## config.mk

```make
export PLATFORM = sky130hd
export DESIGN_NAME = sem_fe
export DESIGN_NICKNAME = d
export VERILOG_FILES = /design/src/design/sem_pkg.sv /design/src/design/sem_fe.sv
export SDC_FILE = /design/constraint.sdc
export NUM_CORES = 1
export LEC_CHECK = 0
export BUFFER_PORTS_ARGS = -buffer_cell sky130_fd_sc_hd__buf_2
export CAP_MARGIN = 15
export CORE_AREA = 2 2 71 141
export CTS_CLUSTER_DIAMETER = 80
export DETAILED_ROUTE_END_ITERATION = 10
export DIE_AREA = 0 0 73 143
export PLACE_DENSITY = 0.84
export SYNTH_ARGS = -nofsm -noshare
export SYNTH_HDL_FRONTEND = slang
export SYNTH_SLANG_ARGS = --single-unit
```

## constraint.sdc

```tcl
create_clock -name clk -period 16.2 [get_ports clk]
set_input_delay 3.24 -clock clk [delete_from_list [all_inputs] [get_ports clk]]
set_output_delay 3.24 -clock clk [all_outputs]
set_load 0.02 [all_outputs]
```

## src/design/sem_pkg.sv

```systemverilog
// Shared constants and types for the Sobel edge magnitude block.
package sem_pkg;

  // Default maximum image dimensions
  localparam int MAX_WIDTH_DEF  = 2048;
  localparam int MAX_HEIGHT_DEF = 4096;

  // Pixel and register widths
  localparam int PIX_W      = 8;
  localparam int CFG_W_W    = 12;
  localparam int CFG_H_W    = 13;
  localparam int CFG_DATA_W = 13;
  localparam int CFG_ADDR_W = 1;
  localparam int IN_TDATA_W = 3 * PIX_W;

  // Register indexes
  localparam logic [CFG_ADDR_W-1:0] REG_IMAGE_WIDTH  = 1'b0;
  localparam logic [CFG_ADDR_W-1:0] REG_IMAGE_HEIGHT = 1'b1;

  // Register reset values
  localparam int RESET_WIDTH  = 640;
  localparam int RESET_HEIGHT = 480;

  // Depth of the queue between front and back
  localparam int QUEUE_DEPTH = 4;

  // Square root unit: 16-bit radicand, 8-bit root, two radicand bits per step
  localparam int RAD_W    = 16;
  localparam int ROOT_W   = 8;
  localparam int SQ_STEPS = RAD_W / 2;
  localparam int SQ_CNT_W = $clog2(SQ_STEPS);

  // Sum of squares of two gradients of at most 1020 in magnitude
  localparam int GRAD_W = 11;
  localparam int MAG2_W = 21;

  localparam logic [ROOT_W-1:0] SAT_VALUE = 8'd255;

  typedef struct packed {
    logic              start;
    logic [RAD_W-1:0]  radicand;
  } sq_req_t;

  typedef struct packed {
    logic              done;
    logic [ROOT_W-1:0] root;
  } sq_rsp_t;

endpackage

```

## src/design/sem_fe.sv

```systemverilog
// Front end: pixel intake, gray conversion, raster position and frame registers.
module sem_fe #(
  parameter int MAX_WIDTH  = sem_pkg::MAX_WIDTH_DEF,
  parameter int MAX_HEIGHT = sem_pkg::MAX_HEIGHT_DEF,
  localparam int COL_W     = $clog2(MAX_WIDTH),
  localparam int ROW_W     = $clog2(MAX_HEIGHT),
  localparam int ENT_W     = sem_pkg::PIX_W + COL_W + ROW_W + 2
) (
  input  logic                            clk,
  input  logic                            rst_n,
  input  logic                            cfg_we,
  input  logic [sem_pkg::CFG_ADDR_W-1:0]  cfg_addr,
  input  logic [sem_pkg::CFG_DATA_W-1:0]  cfg_wdata,
  input  logic                            in_tvalid,
  output logic                            in_tready,
  input  logic [sem_pkg::IN_TDATA_W-1:0]  in_tdata,
  output logic                            push,
  output logic [ENT_W-1:0]                push_data,
  input  logic                            full
);

  import sem_pkg::*;

  // Last valid index of a dimension after clamping it to [3, hi]
  function automatic logic [31:0] dim_last(input logic [31:0] v, input logic [31:0] hi);
    logic [31:0] res;
    if (v < 32'd3) begin
      res = 32'd2;
    end else if (v > hi) begin
      res = hi - 32'd1;
    end else begin
      res = v - 32'd1;
    end
    return res;
  endfunction

  localparam logic [COL_W-1:0] COL_MAX_RST =
    COL_W'(dim_last(32'(RESET_WIDTH), 32'(MAX_WIDTH)));
  localparam logic [ROW_W-1:0] ROW_MAX_RST =
    ROW_W'(dim_last(32'(RESET_HEIGHT), 32'(MAX_HEIGHT)));

  localparam int SUM_W  = PIX_W + 2;
  localparam int PROD_W = SUM_W + 10;
  localparam logic [9:0] DIV3_MUL = 10'd683;
  localparam int DIV3_SHIFT = 11;

  logic [COL_W-1:0] col_max_r, col_max_nxt;
  logic [ROW_W-1:0] row_max_r, row_max_nxt;
  logic [COL_W-1:0] col_r, col_nxt;
  logic [ROW_W-1:0] row_r, row_nxt;

  logic             accept;
  logic [COL_W-1:0] c;
  logic [ROW_W-1:0] r;
  logic [SUM_W-1:0] sum;
  logic [PROD_W-1:0] prod;
  logic [PIX_W-1:0] gray;
  logic             emit;
  logic             last;

  assign in_tready = !full;
  assign accept    = in_tvalid && in_tready;

  // Restart at the origin if the position is outside the frame
  assign c = ((col_r > col_max_r) || (row_r > row_max_r)) ? '0 : col_r;
  assign r = ((col_r > col_max_r) || (row_r > row_max_r)) ? '0 : row_r;

  // floor(sum/3) as (sum*683)>>11, exact for sums up to 765
  assign sum  = SUM_W'(in_tdata[PIX_W-1:0]) + SUM_W'(in_tdata[2*PIX_W-1:PIX_W])
              + SUM_W'(in_tdata[3*PIX_W-1:2*PIX_W]);
  assign prod = PROD_W'(sum) * PROD_W'(DIV3_MUL);
  assign gray = prod[DIV3_SHIFT +: PIX_W];

  assign emit = (c >= COL_W'(2)) && (r >= ROW_W'(2));
  assign last = (c == col_max_r) && (r == row_max_r);

  assign push      = accept;
  assign push_data = {last, emit, r, c, gray};

  always_comb begin
    col_max_nxt = col_max_r;
    row_max_nxt = row_max_r;
    col_nxt     = col_r;
    row_nxt     = row_r;
    if (cfg_we) begin
      unique case (cfg_addr)
        REG_IMAGE_WIDTH: begin
          col_max_nxt = COL_W'(dim_last(32'(cfg_wdata[CFG_W_W-1:0]), 32'(MAX_WIDTH)));
        end
        REG_IMAGE_HEIGHT: begin
          row_max_nxt = ROW_W'(dim_last(32'(cfg_wdata[CFG_H_W-1:0]), 32'(MAX_HEIGHT)));
        end
        default: begin
          col_max_nxt = col_max_r;
        end
      endcase
      col_nxt = '0;
      row_nxt = '0;
    end else if (accept) begin
      if (c == col_max_r) begin
        col_nxt = '0;
        row_nxt = (r == row_max_r) ? '0 : r + ROW_W'(1);
      end else begin
        col_nxt = c + COL_W'(1);
        row_nxt = r;
      end
    end
  end

  always_ff @(posedge clk) begin
    if (!rst_n) begin
      col_max_r <= COL_MAX_RST;
      row_max_r <= ROW_MAX_RST;
      col_r     <= '0;
      row_r     <= '0;
    end else begin
      col_max_r <= col_max_nxt;
      row_max_r <= row_max_nxt;
      col_r     <= col_nxt;
      row_r     <= row_nxt;
    end
  end

endmodule

```

# After elaboration in Yosys (flattened, before gate mapping)
# Index checks and enable logic that the tools add are counted.
# word_totals
reg_bits	46
in_bits	43
output_inout_bits	35
word_cells	40
# classes
addsub	6
mul	1
n_lt_le_gt_ge	8
n_eq_ne	2
mux	9
bitwise	2
reduce_logical	8
# op_table
operator	count
$mux W12	5
$mux W11	4
$mul A10 B10 Y19 const B	1
$gt A13 B13 Y1 const B	1
$lt A13 B2 Y1 const B	1
$add A12 B1 Y12 const B	1
$eq A12 B12 Y1	1
$ge A12 B2 Y1 const B	1
$gt A12 B12 Y1	1
$gt A12 B12 Y1 const B	1
$lt A12 B2 Y1 const B	1
$sub A12 B1 Y12 const B	1
$add A11 B1 Y11 const B	1
$eq A11 B11 Y1	1
$ge A11 B2 Y1 const B	1
$gt A11 B11 Y1	1
$sub A11 B1 Y11 const B	1
$add A9 B8 Y10	1
$add A8 B8 Y9	1
$reduce_and A2 Y1	2
$logic_and A1 B1 Y1	3
$not A1 Y1	2
$reduce_or A2 Y1	1
$logic_not A1 Y1	1
$logic_or A1 B1 Y1	1

# Depth between registers and ports, before layout
# Gate-level depths: netlist of the first run.
# logic_depth
ltp_word	6
depth_mapped	29
mapped_depth_nobuf	29

# Least setup slack after synthesis of the first run
# No wires, ideal clock.
# synth_timing
path_kind	in2out
start	input port in_tdata[1] (netlist name)
end	output port push_data[7]
arrival_time_ps	9755
required_time_ps	12960
setup_slack_ps	3205
path_stages	29
path_buffers	0
cell_sequence	inv_1 > fa_1 > inv_1 > ha_1 > fa_1 > a21o_1 > a21oi_1 > o21bai_1 > a21oi_1 > nor2b_1 > o21ai_0 > inv_1 > ha_1 > ha_1 > inv_1 > fa_1 > fa_1 > inv_1 > ha_1 > ha_1 > o21a_1 > o2bb2ai_1 > a31oi_1 > a41o_1 > or4_1 > a31oi_1 > inv_1 > a21oi_1 > xnor2_1
# synth_between
elab_chain_cells	3
# synth_lines
element	line_no	source
from (decl)	sem_fe.sv:16	input logic [sem_pkg::IN_TDATA_W-1:0] in_tdata,
$add A8 B8 Y9	sem_fe.sv:69	assign sum = SUM_W'(in_tdata[PIX_W-1:0]) + SUM_W'(in_tdata[2*PIX_W-1:PIX_W])
$add A9 B8 Y10	sem_fe.sv:70	+ SUM_W'(in_tdata[3*PIX_W-1:2*PIX_W]);
$mul A10 B10 Y19	sem_fe.sv:71	assign prod = PROD_W'(sum) * PROD_W'(DIV3_MUL);
to (decl)	sem_fe.sv:18	output logic [ENT_W-1:0] push_data,
# Every way passes these cells.

# Final worst setup path of the first run
# Ends and elaborated chain as after synthesis.

==> results of run 1 <==
final cells by class:
class / count / area [µm²] / area share
clock buffers: 7 / 143 / 0.0221
multi-input cells: 578 / 4530 / 0.701
well taps: 104 / 130 / 0.0201
inverters: 91 / 342 / 0.0528
repair buffers: 78 / 393 / 0.0608
flip-flops and latches: 46 / 921 / 0.142
clock inverters: 1 / 5.00 / 0.000774
cell families (layout without fill, tap and decap cells):
logic type,Yosys count,count (layout),synth area share
AND/OR/NAND/NOR,256,256,0.226
adder cells (fa/ha/maj),124,124,0.299
XOR/XNOR,37,37,0.0545
flip-flops,46,46,0.155
AO/OA/AOI/OAI,161,161,0.183
buffers and inverters,126,177,0.0827
metrics by stage:
stage	instances	worst slack, ns	hold slack [ns]
3_3_place_gp	897	2.69	0.488
2_1_floorplan	750	3.21	0.464
5_1_grt	905	2.09	0.530
3_5_place_dp	897	2.47	0.491
6_report	905	2.49	0.501
4_1_cts	905	2.47	0.499
state kept, by name (all words and copies together) (netlist names):
signal / cells
row_max_r: 12
row_r: 12
col_r: 11
col_max_r: 11
synth_stat cells, types with 18 or more instances:
library cell and count:
ha_1 94, xnor2_1 25, nand3_1 38, dfxtp_1 46
inv_1 91, o21ai_0 41, clkbuf_1 28, nand2_1 70
nor3_1 23, nor2_1 33, fa_1 30, a21oi_1 30
and2_1 18
worst max-delay path: cells and delay by family:
family	cells	cell delay (ns)
xor+xnor	1	0.13
fa+ha+maj	9	3.38
simple gates	2	0.51
compound gates	11	2.50
buf+inv	8	0.72
worst max path at each step:
| stage | endpoint | slack (ns) | depth (start not counted) |
|---|---|---|---|
| CTS | push_data[7] | 2.47 | 31 |
| detailed placement | push_data[7] | 2.47 | 31 |
| finish | push_data[7] | 2.49 | 31 |
| global placement | push_data[7] | 2.69 | 31 |
| floorplan | push_data[7] | 3.21 | 29 |
| global route | push_data[7] | 2.09 | 31 |
metal layers:
| metal | wire, µm | global-route usage |
|---|---|---|
| met3 | 696 | 0.0275 |
| met2 | 9460 | 0.631 |
| met4 | 1290 | 0.225 |
| met1 | 5410 | 0.298 |
| met5 | 0 | 0 |
==> results.md, run 1 <==
- Outcome: finished, final reports clean
- Clock transition at path regs: 0.05 ns
- Min Tclk post-route: about 14 ns
- CP max stage delay: around 0.62 ns
- Synth Instances: between 700 and 800
- Final #Nets: 967
- GRT overflow: 0
- CTS root buf: clkbuf_16
- Worst Skew: ~0.0092 ns
- Most frequent cells in the layout: ha_1, inv_1, buf_2
- Final setup vio count: 0
- Area share of the largest cell type after synthesis: 0.198
- Starting Density: 0.638
- Initial antenna violation count: 0
- Antenna Nets Post-Route: 0
- Layout area overhead: 8.75%
- Die Area: around 0.010 mm²
- # rows: 50
- Post-CTS Resized: 0
- Crit path top cell by count: inv_1
- Final instance area: about 0.0065 mm²
- Leading area contributor after synthesis: ha_1
- Reg2reg path depth: 15
- Critical Path AT: between 10 and 15 ns
- Post-synth EDFFs: 0
- RSZ-0062 raised after global routing: false
- Hold buffers post-CTS: 0
- Worst path slowest cell: o21ai_0
- Hold Path Class: register to register
- Most common cell after layout, fill and taps aside: ha_1
- Number of I/O pins: 78
- TritonCTS Buffers: 5
- Max_cap viols: 0
- Worst min-delay path startpoint: col_max_r[2]
- # diodes: 0
- Vias per cell: about 6.5
- Synth Warn #: 0
- Worst r2r src: col_r[8]
- Setup crit end kind: output port
- Part of the Yosys area used for sequential elements: 0.155
- Vias in the first global route: 5881
- Setup crit start: in_tdata[1]
- Routed vias: roughly 5900
- Reg-to-reg endpoint: row_r[10]
- Gpl congestion: between 0.9 and 1
- Die H: 143 µm
- #FFs+latches synth: 46
- Die width: 73 µm
- Setup TNS: 0 ns
- Htree depth: 2
- Hold Path Stages: 2
- DR DRC count: 0
- Cell Area, Placed: ~0.0063 mm²
- Synthesized area: between 0.005 and 0.006 mm²
- CTS tree: yes
- Clock latency on the worst-skew pair: roughly 0.29 ns
- Startpoint types: input port
- Mapped Avg Cell Area: 7.93 µm²
- Kind of critical path: input port to output port
- Gr usage total: 0.325
- Fill count: 774
- First-pass GRT wire length: ~27000 µm
- Hold Path End: col_max_r[2]
- DR iter-0 viols: around 270
- Net count after synthesis: approximately 920
- Worst-path maximum fanout: 4
- Period utilization: 0.846
- Worst Path Required: approximately 13 ns
- Worst-margin pin slew: about 1.0 ns
- Largest net degree at the start of global routing: 34
- Max Fclk: 72.9 MHz
- Total Wirelength: ~17000 µm
- Clk sink count: 46
- Setup Buffers After CTS: 0
- Rel. slew slack: 0.321
- Max-slew violations: 0
- DR pass1 iterations: 5
- Wirelength per Cell: 18.6 µm
- Final Util: 0.694
- Synth top area cells: ha_1, dfxtp_1, fa_1, inv_1, nand2_1
- Hold Fails Final Rpt: 0
- I/O Buffers: 77
- Flop2flop setup slack: ~11 ns
- Clock tree buffer depth: 2
- Core area: approximately 0.0093 mm²
- Placed wire-length estimate: ~14000 µm
- Asr flop ratio synth: 0
- Main flop type after synthesis: dfxtp_1
- Layout cells sized above 1: 0.119
- Synth cell types: 66
Power of run 1 is left out: the tool's default activity adds up to more than one toggle a clock period on the data nets, which glitch-free logic cannot reach.
==> run 2: changes to the inputs <==
Settings changed: CORE_AREA 2 2 71 141 to 2 2 74 146, DIE_AREA 0 0 73 143 to 0 0 76 148, PLACE_DENSITY 0.84 to 0.79.
Clock period 16.2 ns to 13.22 ns, I/O delays scaled along.
==> results.md, run 2 (synthesis gave the netlist of run 1 again) <==
- Vias per cell: 6.20 (was 6.47)
- DR pass1 iterations: 5 (unchanged)
- Clock tree buffer depth: 2 (unchanged)
- Setup crit end kind: output port (unchanged)
- Gr usage total: 0.294 (was 0.325)
- GRT met2 Usage: 0.600 (was 0.631)
- TritonCTS Buffers: 5 (unchanged)
- Max_cap viols: 0 (unchanged)
- Most frequent cells in the layout: ha_1, inv_1, buf_2 (unchanged)
- GRT overflow: 0 (unchanged)
- Post-CTS Resized: 0 (unchanged)
- Final setup vio count: 0 (unchanged)
- Die Area: 0.0112 mm² (was 0.0104 mm²)
- Routed vias: 5807 (was 5858)
- Initial antenna violation count: 0 (unchanged)
- Grt peak-use layer: met2 (unchanged)
- Vias in the first global route: 5845 (was 5881)
- Biggest regs: row_max_r (12), row_r (12) (unchanged)
- Final #Nets: 968 (was 967)
- Met1 GRT Util: 0.266 (was 0.298)
- DR DRC count: 0 (unchanged)
- Number of I/O pins: 78 (unchanged)
- CTS root buf: clkbuf_16 (unchanged)
- Worst-margin pin slew: 0.956 ns (was 1.02 ns)
- Layout area overhead: 9.53% (was 8.75%)
- Antenna Nets Post-Route: 0 (unchanged)
- Wirelength per Cell: 17.7 µm (was 18.6 µm)
- Hold Path Class: register to register (unchanged)
- Clock latency on the worst-skew pair: 0.29 ns (about the same)
- Worst Skew: 0.00965 ns (was 0.00919 ns)
- Htree depth: 2 (unchanged)
- Kind of critical path: input port to output port (unchanged)
- Placed wire-length estimate: 13700 µm (was 13800 µm)
- Met3 usage: 0.0220 (was 0.0275)
- CTS tree: yes (unchanged)
- Place WS: 1.01 ns (was 2.47 ns)
- Gpl congestion: 0.980 (was 0.943)
- RSZ-0062 raised after global routing: false (unchanged)
- Final Util: 0.646 (was 0.694)
- Startpoint types: input port (unchanged)
- Largest net degree at the start of global routing: 34 (unchanged)
- Max Fclk: between 80 and 90 MHz
- Setup Buffers After CTS: 0 (unchanged)
- Setup TNS: 0 ns (unchanged)
- Min Tclk post-route: approximately 12 ns
- Core area: 0.0101 mm² (was 0.00932 mm²)
- Critical Path AT: 9.59 ns (was 10.47 ns)
- Die H: 148 µm (was 143 µm)
- Outcome: finished, final reports clean (unchanged)
- Max-slew violations: 0 (unchanged)
- I/O Buffers: 77 (unchanged)
- # rows: 52 (was 50)
- Reg2reg path depth: 15 (unchanged)
- Worst path slowest cell: fa_1 (was o21ai_0)
- Die width: 76 µm (was 73 µm)
- Hold buffers post-CTS: 0 (unchanged)
- # diodes: 0 (unchanged)
- Clock transition at path regs: 0.06 ns (was 0.05 ns)
- Period utilization: 0.925
- Rel. slew slack: 0.358 (was 0.321)
- First-pass GRT wire length: 26800 µm (was 26500 µm)
- Min setup slack post-route: 0.989 ns (was 2.49 ns)
- Worst-path maximum fanout: 3 (was 4)
- Total Wirelength: 16600 µm (was 16900 µm)
- CP max stage delay: 0.55 ns (was 0.62 ns)
- Hold Fails Final Rpt: 0 (unchanged)
- Hold Path Stages: 2 (unchanged)
- DR iter-0 viols: 191 (was 274)
- Hold slack: 0.505 ns (was 0.501 ns)
- Flop2flop setup slack: 8.22 ns (was 11.06 ns)
- Clk sink count: 46 (unchanged)
- Most common cell after layout, fill and taps aside: ha_1 (unchanged)
- Layout cells sized above 1: 0.120 (was 0.119)
- Worst Path Required: 10.58 ns (was 12.96 ns)
- Starting Density: 0.590 (was 0.638)
## run 2: cell count changes in the layout (fill, tap and decap cells not counted)
cell | before | now
buf_4 | 1 | 2
## run 2: final timing paths
path / start / to
min reg2reg: col_max_r[2] / col_max_r[2]
min: col_max_r[2] / col_max_r[2]
max: in_tdata[1] / push_data[7]
max reg2reg: col_r[8] / row_r[10]
## run 2: cell type report
class / instances / area, µm²
multi-input combinational: 578 / 4530
fill: 882 / 3570
sequential: 46 / 921
timing repair buffer: 79 / 400
inverter: 91 / 342
tap: 135 / 169
clock buffer: 7 / 143
clock inverter: 1 / 5.00
## run 2: stage by stage
step                      cells  instance area [µm²]
after floorplan             750                 5950
after global placement      929                 6360
after detailed placement    929                 6360
after CTS                   937                 6510
after global routing        937                 6510
final                       937                 6510
## run 2: routing by layer
metal | wire [µm] | up-vias | part of all wire
li1 | - | 2766 | -
met5 | 0 | - | 0
met3 | 570 | 75 | 0.034
met1 | 5550 | 2756 | 0.33
met2 | 9350 | 210 | 0.56
met4 | 1160 | 0 | 0.070
## run 2: worst max-delay path: cells and delay by family
family          cells  cell delay (ns)
compound gates     10             2.04
xor+xnor            2             0.33
buf+inv             7             0.50
simple gates        1             0.44
fa+ha+maj           9             3.62
Power of run 2 is left out for the same reason.
