$ cat config.mk
export PLATFORM = sky130hd
export DESIGN_NAME = sem_fifo
export DESIGN_NICKNAME = d
export VERILOG_FILES = /design/src/design/sem_fifo.sv
export SDC_FILE = /design/constraint.sdc
export NUM_CORES = 1
export LEC_CHECK = 0
export BUFFER_PORTS_ARGS = -buffer_cell sky130_fd_sc_hd__buf_2
export CAP_MARGIN = 20
export CORE_MARGIN = 2
export CORE_UTILIZATION = 46
export DETAILED_ROUTE_END_ITERATION = 12
export PLACE_DENSITY = 0.68
export SYNTH_ARGS = -nofsm -noshare
export SYNTH_HDL_FRONTEND = slang
export SYNTH_SLANG_ARGS = --single-unit
$ cat constraint.sdc
create_clock -name clk -period 2.46 [get_ports clk]
set_input_delay 0.246 -clock clk [delete_from_list [all_inputs] [get_ports clk]]
set_output_delay 0.246 -clock clk [all_outputs]
set_load 0.05 [all_outputs]
$ cat src/design/sem_fifo.sv
// Small register queue between the front and the back of the edge pipeline.
module sem_fifo #(
  parameter int WIDTH  = 32,
  parameter int DEPTH  = 4,
  localparam int PTR_W = (DEPTH > 1) ? $clog2(DEPTH) : 1,
  localparam int CNT_W = $clog2(DEPTH + 1)
) (
  input  logic             clk,
  input  logic             rst_n,
  input  logic             push,
  input  logic [WIDTH-1:0] push_data,
  output logic             full,
  input  logic             pop,
  output logic [WIDTH-1:0] pop_data,
  output logic             empty
);

  logic [WIDTH-1:0] slot_r [DEPTH];
  logic [PTR_W-1:0] wr_ptr_r, wr_ptr_nxt;
  logic [PTR_W-1:0] rd_ptr_r, rd_ptr_nxt;
  logic [CNT_W-1:0] count_r, count_nxt;
  logic             do_push, do_pop;

  assign full     = (count_r == CNT_W'(DEPTH));
  assign empty    = (count_r == '0);
  assign do_push  = push && !full;
  assign do_pop   = pop && !empty;
  assign pop_data = slot_r[rd_ptr_r];

  always_comb begin
    wr_ptr_nxt = wr_ptr_r;
    rd_ptr_nxt = rd_ptr_r;
    count_nxt  = count_r;
    if (do_push) begin
      wr_ptr_nxt = (wr_ptr_r == PTR_W'(DEPTH - 1)) ? '0 : wr_ptr_r + PTR_W'(1);
    end
    if (do_pop) begin
      rd_ptr_nxt = (rd_ptr_r == PTR_W'(DEPTH - 1)) ? '0 : rd_ptr_r + PTR_W'(1);
    end
    if (do_push && !do_pop) begin
      count_nxt = count_r + CNT_W'(1);
    end else if (do_pop && !do_push) begin
      count_nxt = count_r - CNT_W'(1);
    end
  end

  always_ff @(posedge clk) begin
    if (!rst_n) begin
      wr_ptr_r <= '0;
      rd_ptr_r <= '0;
      count_r  <= '0;
    end else begin
      wr_ptr_r <= wr_ptr_nxt;
      rd_ptr_r <= rd_ptr_nxt;
      count_r  <= count_nxt;
    end
  end

  always_ff @(posedge clk) begin
    if (do_push) begin
      slot_r[wr_ptr_r] <= push_data;
    end
  end

endmodule

Yosys cells after proc, flatten, opt, wreduce, memory -nomap -nowiden
Memories as Yosys holds them, arrays and structs flattened. A register that Yosys moved wholly into a read port is not among the register bits.
Cells that the tools add are included.
Widths: inputs -> output; s select.

cells by class
  $add $sub $neg = 4
  eq/ne operators = 3
  muxes and demuxes = 8
  reduce and logical (&&, ||, !) cells = 10

operator list
  operator             number
  $mux 2               4
  $mux 3               2
  $add 2x1->2 const B  2
  $eq 2x2->1 const B   2
  $logic_and 1x1->1    4
  $logic_not 1->1      4
  $add 3x1->3 const B  1
  $eq 3x3->1 const B   1
  $logic_not 3->1      1
  $sub 3x1->3 const B  1
  $mux 1               2
  $reduce_bool 2->1    1

storage, ports and cells
  bits in registers = 7
  bits in writable memories = 128
  word-level logic and storage cells = 29
  memories kept = 1

memory list
  name    depth  width  rd ports  clocked after Yosys merged registers in  wr ports  line  RTL
  slot_r  4      32     1         1                                        1         18    logic [WIDTH-1:0] slot_r [DEPTH];

Longest topological paths before layout
Gate-level depths: netlist of run 1.

  word-level depth = 7
  mapped depth = 9
  mapped depth without buffers = 8

Worst setup path before layout of run 1
OpenSTA, ideal clock, no wires.

  path kind = flip-flop to flip-flop
  start = register count_r[1]
  end = register count_r[2]
  setup time = 76 ps
  arrival time = 2263 ps
  slack = 122 ps
  cell stages (with the launch flop) = 10
  buffers on the path = 1
  cell sequence = dfxtp_1 -> nor3b_2 -> nor2b_1 -> buf_2 -> ha_1 -> inv_1 -> fa_1 -> xor2_1 -> or3_1 -> a21boi_0

between the ends
  cells in the longest elaborated chain, start to end = 6
  elaborated cells between the ends (all ways) = 15
  classes of those cells = add/sub: 2; eq/ne: 1; mux: 2; reduce/logical: 10

ends and longest elaborated chain
  what                                line  RTL
  start, declared                     21    logic [CNT_W-1:0] count_r, count_nxt;
  start signal, assigned              55    count_r <= count_nxt;
  $eq 3x3->1 *                        24    assign full = (count_r == CNT_W'(DEPTH));
  via full                            12    output logic full,
  $logic_not 1->1 *                   26    assign do_push = push && !full;
  $logic_and 1x1->1 *                 26
  via do_push                         22    logic do_push, do_pop;
  $logic_not 1->1                     42    end else if (do_pop && !do_push) begin
  $logic_and 1x1->1                   42
  $reduce_bool 2->1 (no source line)  --

Mark *: on every way through the listed nets, which the timed path passes. The rest lies on a longest branch. The select of a mux whose other input is x is not followed.
A chain may end at the register's enable or synchronous reset.

==> results of run 1 <==
## final timing paths
kind	cells past startpoint	slack, ns	end
min reg2reg	2	0.51	wr_ptr_r[1]
max	3	0.25	pop_data[11]
min	3	0.09	wr_ptr_r[0]
max reg2reg	7	0.34	count_r[2]
## metrics by stage
step           utilization  setup slack [ns]  hold WS [ns]  instance area (µm²)  total power [mW]
4_1_cts              0.610             0.180        0.0618                 6640              7.89
3_5_place_dp         0.524             0.332         0.460                 5710              5.25
3_3_place_gp         0.524             0.447         0.458                 5710              5.21
2_1_floorplan            -             0.122         0.345                 5140              4.76
6_report             0.610             0.251        0.0892                 6640              7.79
5_1_grt              0.610             0.135        0.0763                 6640              8.13
## timing repair
item | 4_1_cts | 5_1_grt
gates resized for setup | 0 | 0
hold buffers | 32 | 0
setup buffers | 0 | 0
endpoints found under the hold margin | 128 | 0
## critical path: stages, from the launching register on
cell     delay (ns)
dfxtp_2        0.39
buf_4          0.28
mux4_2         0.55
buf_2          0.23
## layer usage
metal | part of all wire | up-vias | track usage
met5 | 0 | - | 0
met4 | 0.0093 | 0 | 0.0597
met3 | 0.043 | 7 | 0.0486
met2 | 0.52 | 68 | 0.264
met1 | 0.43 | 1299 | 0.206
li1 | - | 1150 | -
## area by class of cell
type | instances | area [µm²] | area share
clock buffers | 19 | 422 | 0.0635
clock inverters | 13 | 191 | 0.0288
well taps | 140 | 175 | 0.0264
flip-flops and latches | 137 | 4030 | 0.606
repair buffers | 111 | 803 | 0.121
multi-input cells | 69 | 1010 | 0.153
inverters | 3 | 11.3 | 0.00170
## synthesized netlist by cell type
library cell,instances,area [µm²]
buf_6,1,11.3
or3_1,1,6.26
buf_12,3,60.1
dfxtp_1,9,180
nor2_1,2,7.51
o31ai_1,1,7.51
a21boi_0,1,7.51
xor2_1,1,8.76
edfxtp_1,128,3840
nand2_1,6,22.5
mux2i_1,3,30.0
clkbuf_1,1,3.75
xnor2_1,1,8.76
mux4_2,30,676
and2_1,5,31.3
nand3_1,2,10.0
nor3b_2,1,12.5
buf_2,4,20.0
inv_1,3,11.3
ha_1,6,75.1
mux4_1,2,52.6
nor2b_1,2,12.5
o21ai_0,3,15.0
nor3_1,1,5.00
fa_1,1,20.0
## power by group
part	internal, mW	leakage, nW	switching [mW]	total, mW
Combinational	0.760	0.790	1.48	2.24
Sequential	2.84	1.25	0.110	2.95
Clock	1.66	0.290	0.937	2.60
## registers in the layout (all words and copies together) (netlist names), named ones only
name      flops
wr_ptr_r      2
rd_ptr_r      2
count_r       3
slot_r      128
## kinds of logic after synthesis
| kind of cell | after synthesis |
|---|---|
| compound gates | 5 |
| xor+xnor | 2 |
| fa+ha+maj | 7 |
| buf+inv | 12 |
| flops | 137 |
| mux | 35 |
| simple gates | 20 |
==> impl_metrics.tcl, run 1 <==
set metrics [dict create \
    cts_tree "done" \
    worstPathRequired_ns 2.21 \
    fin_crit_sh 0.898 \
    n_antenna_cell 0 \
    fin_crit_ns 2.21 \
    place_inst 428 \
    synthAdderAreaFrac 0.0185 \
    grt_antenna_before_repair 0 \
    synth-xor-area-share 0.00341 \
    crit_fanout 11 \
    drv_slew 0 \
    cp-end-kind "primary output" \
    status "finished clean" \
    htree_levels 4 \
    total_leakage_power_nw 2.33 \
    first_iter_violations 111 \
    drive_gt1_frac 0.415 \
    antenna_left 0 \
    cts.clk_slew.worst_paths_ns 0.06 \
    areaGrowthSynthToFinish_pct 29.3 \
    die_area_mm2 0.0120 \
    netlist_area_mm2 0.00514 \
    synthSimpleGateAreaFrac 0.0209 \
    crit_type "reg -> out" \
    clockRootBuffer "clkbuf_8" \
    dieWidth_um 110 \
    num-fill-cells 800 \
    crit-reg2reg-launch "count_r[0]" \
    ys_ff_latch 137 \
    syn_area_per_cell_um2 23.6 \
    worstHoldPathType "in -> reg" \
    hold_viol 0 \
    cellPowerDensity_mw_per_mm2 1170 \
    gr-total-overflow 0 \
    start_kind "register" \
    synth_cell_type_count 25 \
    fmax_mhz 453 \
    coreArea_mm2 0.0109 \
    synthMuxAreaShare 0.148 \
    rsz0062_at_grt "no" \
    ios 70 \
    syn_inst 218 \
    synth_seq_area_share 0.783 \
    syn_nets 261 \
    grt_pass1_wl_mm 13.7 \
    grt_pass1_vias 2588 \
    cts.sinks 137 \
    final_cell_mix "128 x edfxtp_1, 69 x buf_2, 32 x dlygate4sd3_1, 30 x mux4_2, 16 x clkbuf_16" \
    wl_per_cell_um 17.9 \
    numCtsBuffers 17 \
    gp_congestion 0.680 \
    row_count 38 \
    layout_commonest_cell "edfxtp_1" \
    min_from "rst_n" \
    wl_mm 8.81 \
    maxSlewHeadroom 0.800 \
    die_h_um 110 \
    finClkSkew_ns 0.0163 \
    fin_cells 492 \
    setup_viol 0 \
    vias 2524 \
    yosysWarnings 0 \
    synth_top_family_by_area "multiplexers" \
    cap_viol_max_count 0 \
    hpwl_mm 5.17 \
    cts.path.max_buffers 2 \
    viasPerCell 5.13 \
    dr.pass1.iters 4 \
    fin_nets 382 \
    ir_drop_mv 0.712 \
    tns_ns 0 \
    synth_compound_area_frac 0.00584 \
    io_buffer_count 69 \
    grt_max_degree 32 \
    clock_latency_ns 0.50 \
    drcViolationCount 0 \
    start_util 0.472 \
    track_usage 0.162 \
    worst_pin_slew_ns 0.297 \
    arrival_ns 1.96 \
]
Note: power is estimated with default switching activity, not from simulation.
==> run 2, diff against run 1 <==
--- a/config.mk
+++ b/config.mk
@@ -9,8 +9,10 @@
 export CAP_MARGIN = 20
 export CORE_MARGIN = 2
 export CORE_UTILIZATION = 46
+export CTS_BUF_LIST = sky130_fd_sc_hd__clkbuf_8
 export DETAILED_ROUTE_END_ITERATION = 12
 export PLACE_DENSITY = 0.68
+export SETUP_SLACK_MARGIN = 0.5
 export SYNTH_ARGS = -nofsm -noshare
 export SYNTH_HDL_FRONTEND = slang
 export SYNTH_SLANG_ARGS = --single-unit
==> run 2 against run 1 <==
  * Register-to-register slack better by 0.18 ns
  * Highest routed layer is now met5
  * Clock power is 33% lower
  * Fmax is 8.8% higher
  * Sequential cell count stayed put
  * Sequential share of layout area is 2.7 points higher
  * Via count is 5.0% lower
  * Total power is 5.6% lower
==> impl_metrics.tcl, run 2 (synthesized netlist as in run 1, its figures left out) <==
set metrics [dict create \
    total_leakage_power_nw 2.22 \
    first_iter_violations 117 \
    fin_crit_ns 2.03 \
    grt_antenna_before_repair 1 \
    grt_pass1_vias 2549 \
    fin_cells 472 \
    grt_max_degree 21 \
    n_antenna_cell 0 \
    antenna_left 0 \
    drive_gt1_frac 0.488 \
    tns_ns 0 \
    cap_viol_max_count 0 \
    fin_crit_sh 0.825 \
    p_sw_mw 2.44 \
    die_area_mm2 0.0120 \
    start_kind "register" \
    hold_viol 0 \
    areaGrowthSynthToFinish_pct 24.1 \
    comb_power_share 0.358 \
    reg.largest.list "slot_r x128, count_r x3" \
    cellPowerDensity_mw_per_mm2 1150 \
    fmax_mhz 493 \
    io_buffer_count 69 \
    switching_share 0.332 \
    regMostFlops "slot_r" \
    crit_type "reg -> out" \
    drv_slew 0 \
    rsz0062_at_grt "yes" \
    dieWidth_um 110 \
    ios 70 \
    hold_buffers 0 \
    largest_register_ffs 128 \
    layout_commonest_cell "edfxtp_1" \
    wl_per_cell_um 18.6 \
    row_count 38 \
    clockRootBuffer "clkbuf_8" \
    die_h_um 110 \
    coreArea_mm2 0.0109 \
    htree_levels 4 \
    setup_viol 0 \
    worstHoldPathType "in -> reg" \
    finClkSkew_ns 0.00756 \
    fin_nets 362 \
    hpwl_mm 5.51 \
    ir_drop_mv 0.808 \
    internal_power_mw 4.92 \
    pwr-share-clk 0.235 \
    crit_fanout 8 \
    gp_congestion 0.696 \
    status "finished clean" \
    cts.sinks 137 \
    cts.path.max_buffers 2 \
    seqPwrFrac 0.407 \
    start_util 0.472 \
    place_inst 432 \
    track_usage 0.161 \
    cts.clk_slew.worst_paths_ns 0.07 \
    numCtsBuffers 17 \
    clock_latency_ns 0.42 \
    worst_pin_slew_ns 0.308 \
    wl_mm 8.78 \
    worstPathRequired_ns 2.21 \
    gr-total-overflow 0 \
    arrival_ns 1.78 \
    cp-end-kind "primary output" \
    dr.pass1.iters 4 \
    grt_pass1_wl_mm 13.5 \
    maxSlewHeadroom 0.795 \
    drcViolationCount 0 \
    final_cell_mix "128 x edfxtp_1, 39 x buf_2, 31 x mux4_2, 28 x buf_6, 21 x buf_4" \
    vias 2399 \
    viasPerCell 5.08 \
    cts_tree "done" \
]
run 2: metrics by stage:
stage                     total power [mW]  worst slack, ns  utilization  instance area (µm²)  hold WS (ns)
after floorplan                       4.80            0.377            -                 5180         0.345
after global placement                5.23            0.418        0.526                 5720         0.460
after detailed placement              5.27            0.348        0.526                 5720         0.464
after CTS                             7.22            0.375        0.573                 6230       0.00241
after global routing                  7.70            0.352        0.586                 6380       0.00825
final                                 7.36            0.430        0.586                 6380        0.0348
run 2: timing repair:
action | CTS | global route
setup buffers | 4 | 3
gates resized for setup | 38 | 29
pin swaps | 1 | 4
endpoints found under the setup margin | 33 | 32
gates cloned | 0 | 1
run 2: path summary, 6_finish.rpt:
| kind | from | end | slack, ns | cells after the start |
|---|---|---|---|---|
| min | push_data[13] | slot_r[2][13] | 0.03 | 1 |
| max | register | pop_data[6] | 0.43 | 3 |
| max reg2reg | count_r[2] | count_r[2] | 0.52 | 8 |
| min reg2reg | wr_ptr_r[1] | wr_ptr_r[1] | 0.52 | 2 |
run 2: per-layer routing:
metal,wire [µm],vias to the layer above,track usage
met3,460,9,0.0611
met4,94,2,0.0678
met2,4620,64,0.270
met5,13,-,0
met1,3590,1219,0.186
li1,-,1105,-
run 2: final cells by class:
| cell class | count | area, µm² |
|---|---|---|
| fillers | 799 | 4510 |
| flip-flops and latches | 137 | 4040 |
| multi-input cells | 69 | 1050 |
| repair buffers | 91 | 728 |
| clock buffers | 17 | 234 |
| well taps | 140 | 175 |
| clock inverters | 15 | 141 |
| inverters | 3 | 11.3 |
run 2: power groups by stage:
stage          Clock (mW)  Sequential (mW)  Combinational, mW
2_1_floorplan           0             2.97               1.83
3_3_place_gp            0             3.03               2.19
3_5_place_dp            0             3.05               2.22
4_1_cts              1.78             2.99               2.45
5_1_grt              1.89             3.03               2.79
6_report             1.73             3.00               2.63
run 2: critical path, stage by stage, from the launching register on:
cell     delay (ns)
dfxtp_4        0.45
buf_6          0.19
mux4_2         0.50
buf_2          0.22
==> run 3, diff against run 2 <==
--- a/config.mk
+++ b/config.mk
@@ -5,13 +5,14 @@
 export SDC_FILE = /design/constraint.sdc
 export NUM_CORES = 1
 export LEC_CHECK = 0
+export ABC_AREA = 1
 export BUFFER_PORTS_ARGS = -buffer_cell sky130_fd_sc_hd__buf_2
 export CAP_MARGIN = 20
 export CORE_MARGIN = 2
 export CORE_UTILIZATION = 46
 export CTS_BUF_LIST = sky130_fd_sc_hd__clkbuf_8
 export DETAILED_ROUTE_END_ITERATION = 12
-export PLACE_DENSITY = 0.68
+export PLACE_DENSITY = 0.7
 export SETUP_SLACK_MARGIN = 0.5
 export SYNTH_ARGS = -nofsm -noshare
 export SYNTH_HDL_FRONTEND = slang
==> constraint.sdc (replaced) <==
create_clock -name clk -period 1.8 [get_ports clk]
set_input_delay 0.18 -clock clk [delete_from_list [all_inputs] [get_ports clk]]
set_output_delay 0.18 -clock clk [all_outputs]
set_load 0.05 [all_outputs]
==> run 3 against run 2 <==
  * The flow now finishes with violations (setup timing)
  * Total power is 86% higher
  * Register-to-register slack worse by 0.41 ns
  * Largest cell class unchanged
  * Clock power grew 44%
  * Count of clock-buffer cells in the layout up 3
  * Synthesized cell count grew 75%
  * Critical endpoint is now pop_data[28]
  * Non-clock buffer count is 57 higher
==> impl_metrics.tcl, run 3 <==
set metrics [dict create \
    grt_pass1_vias 3687 \
    coreArea_mm2 0.0113 \
    final_cell_mix "128 x edfxtp_1, 38 x nor2_1, 38 x buf_6, 35 x buf_2, 33 x dlygate4sd3_1" \
    fin_crit_ns 1.82 \
    maxSlewHeadroom 0.764 \
    yosys.cell_count.top_type "edfxtp_1" \
    synth_top_family_by_area "compound AO/OA/AOI/OAI gates" \
    cp-endpoint "pop_data[28]" \
    synthAdderAreaFrac 0.0180 \
    path_cells "buf_12, inv_16, nor2_2, o22ai_4, buf_6" \
    synth_seq_area_share 0.763 \
    start_util 0.466 \
    grt_antenna_before_repair 0 \
    gr-total-overflow 0 \
    synth_cell_type_count 20 \
    pwr-share-clk 0.182 \
    vias 3724 \
    syn_nets 424 \
    internal_power_mw 8.08 \
    synthMuxAreaShare 0 \
    netlist.area_leader.share 0.729 \
    fin_nets 576 \
    comb_power_share 0.517 \
    cts.path.max_buffers 2 \
    hpwl_mm 6.69 \
    violations "setup timing" \
    path_depth 5 \
    drive_gt1_frac 0.511 \
    fin_crit_sh 1.01 \
    synthSimpleGateAreaFrac 0.0719 \
    crit_slowest_cell "dfxtp_4" \
    post-place-ws_ns 0.0549 \
    utilization 0.740 \
    status "complete, but fails checks" \
    cts.sinks 137 \
    layout_commonest_cell "edfxtp_1" \
    crit-reg2reg-launch "count_r[1]" \
    netlist_area_mm2 0.00528 \
    hold_viol 0 \
    r2r_slack_ns 0.11 \
    die_area_mm2 0.0123 \
    cts_tree "done" \
    hold_ws_ns 0.0670 \
    worstPathRequired_ns 1.62 \
    die_h_um 111 \
    clock_latency_ns 0.45 \
    rsz0062_at_grt "yes" \
    multi_input_comb_area_mm2 0.00189 \
    synth_compound_area_frac 0.102 \
    ir_drop_mv 1.12 \
    cp_top_family "buffers and inverters" \
    areaGrowthSynthToFinish_pct 58.9 \
    synth-xor-area-share 0 \
    p_sw_mw 5.61 \
    synthTopCellsByArea "edfxtp_1 73%, nor2_1 5.8%, o22ai_1 3.8%, o21ai_0 3.6%, dfxtp_1 3.4%" \
    slowest_delay_ns 0.41 \
    yosysWarnings 0 \
    dr.pass1.iters 4 \
    worstHoldPathType "in -> reg" \
    grt_max_degree 33 \
    yosys-top-cells-count "128 x edfxtp_1, 81 x nor2_1, 38 x o21ai_0" \
    syn_area_per_cell_um2 13.8 \
    synthFlopType "edfxtp_1" \
    numCtsBuffers 17 \
    drv_slew 0 \
    gp_congestion 0.822 \
    arrival_ns 1.64 \
    ios 70 \
    wl_mm 13.9 \
    dieWidth_um 111 \
    syn_inst 381 \
    synth-edff-count 128 \
    stdcell_area_mm2 0.00838 \
    setup_viol 5 \
    worst_pin_slew_ns 0.350 \
    reg2reg_depth 12 \
    track_usage 0.209 \
    path_buf_inv 3 \
    first_iter_violations 228 \
    synth_top_area_cell "edfxtp_1" \
    wl_per_cell_um 20.1 \
    largest_register_ffs 128 \
    antenna_left 0 \
    grt_pass1_wl_mm 19.4 \
    switching_share 0.410 \
    regArea_mm2 0.00404 \
    cp-end-kind "primary output" \
    fmax_mhz 548 \
    regMostFlops "slot_r" \
    htree_levels 4 \
    seqPwrFrac 0.300 \
    total_leakage_power_nw 2.96 \
    io_buffer_count 69 \
    cts.clk_slew.worst_paths_ns 0.07 \
    ys_ff_latch 137 \
    n_antenna_cell 0 \
    cap_viol_max_count 0 \
    place_area_mm2 0.00636 \
    reg.largest.list "slot_r x128, count_r x3" \
    crit_fanout 16 \
    finClkSkew_ns 0.00752 \
    clockRootBuffer "clkbuf_8" \
    viasPerCell 5.40 \
    drcViolationCount 0 \
    cellPowerDensity_mw_per_mm2 1630 \
    r2r-end "count_r[2]" \
    row_count 39 \
    final.setup.worst_slack_ns -0.0236 \
    synthArstFlopShare 0 \
    crit_type "reg -> out" \
    num-fill-cells 680 \
    start_kind "register" \
]
[run 3: changes by cell type after synthesis, sizes merged, moves of 5 or more]
| cell | previous run | this run |
|---|---|---|
| nor2 | 2 | 81 |
| o21ai | 3 | 66 |
| mux4 | 32 | 0 |
| o22ai | 0 | 32 |
| inv | 3 | 19 |
| buf | 8 | 18 |
| nand2 | 6 | 15 |
| and2 | 5 | 0 |
[run 3: area by class of cell]
cell class / instances / share of cell area
clock inverter: 12 / 0.0148
tap: 143 / 0.0213
sequential: 137 / 0.482
timing repair inverter: 4 / 0.00806
timing repair buffer: 148 / 0.203
clock buffer: 20 / 0.0328
inverter: 19 / 0.0128
multi-input combinational: 206 / 0.225
[run 3: timing repair]
action | CTS | global route
resized for setup | 131 | 130
setup buffers | 13 | 7
pin swaps | 1 | 8
endpoints found under the hold margin | 130 | 0
hold buffers | 33 | 0
cloned | 7 | 6
endpoints found under the setup margin | 164 | 166
[run 3: metal layers]
layer | global-route usage | wire [µm] | vias up
li1 | - | - | 1705
met1 | 0.257 | 5420 | 1859
met2 | 0.360 | 7420 | 135
met3 | 0.0536 | 745 | 25
met4 | 0.0757 | 265 | 0
met5 | 0 | 0 | -
[run 3: how the worst min path moves through the flow]
stage | end | slack [ns] | startpoint | cells after the start
finish | wr_ptr_r[1] | 0.07 | push | 3
detailed placement | slot_r[0][7] | 0.40 | push_data[7] | 1
CTS | wr_ptr_r[1] | 0.04 | push | 3
floorplan | slot_r[0][0] | 0.28 | push_data[0] | 0
global route | wr_ptr_r[1] | 0.07 | push | 3
global placement | slot_r[2][3] | 0.39 | push_data[3] | 1
[run 3: through the flow]
stage               cells  total power [mW]  TNS [ns]
CTS                   676              12.9    -0.194
global route          689              14.2     -1.18
detailed placement    591              9.03         0
global placement      591              8.92         0
floorplan             381              8.01         0
finish                689              13.7   -0.0702
[run 3: cell families (layout without fill, tap and decap cells)]
family	count (synthesis)	count (layout)
adders and majority gates	7	7
and+or+nand+nor	99	99
DFF	137	137
AOI/OAI and AO/OA	100	100
buffers and inverters	38	203
[run 3: power groups by stage]
stage	combinational [mW]	sequential [mW]	clock, mW
floorplan	3.95	4.07	0
global placement	4.83	4.09	0
detailed placement	4.92	4.11	0
CTS	6.30	4.07	2.52
global route	7.42	4.14	2.65
finish	7.08	4.11	2.49
[run 3: worst register-to-register path, cell delays in order, from the launching register on]
cell	delay, ns
dfxtp_4	0.35
nor2_4	0.15
nand2_2	0.10
nand2_4	0.08
ha_4	0.15
inv_4	0.04
fa_2	0.37
inv_2	0.07
nand2_2	0.07
nand3_2	0.09
nand2_1	0.05
inv_1	0.04
nor2_1	0.03
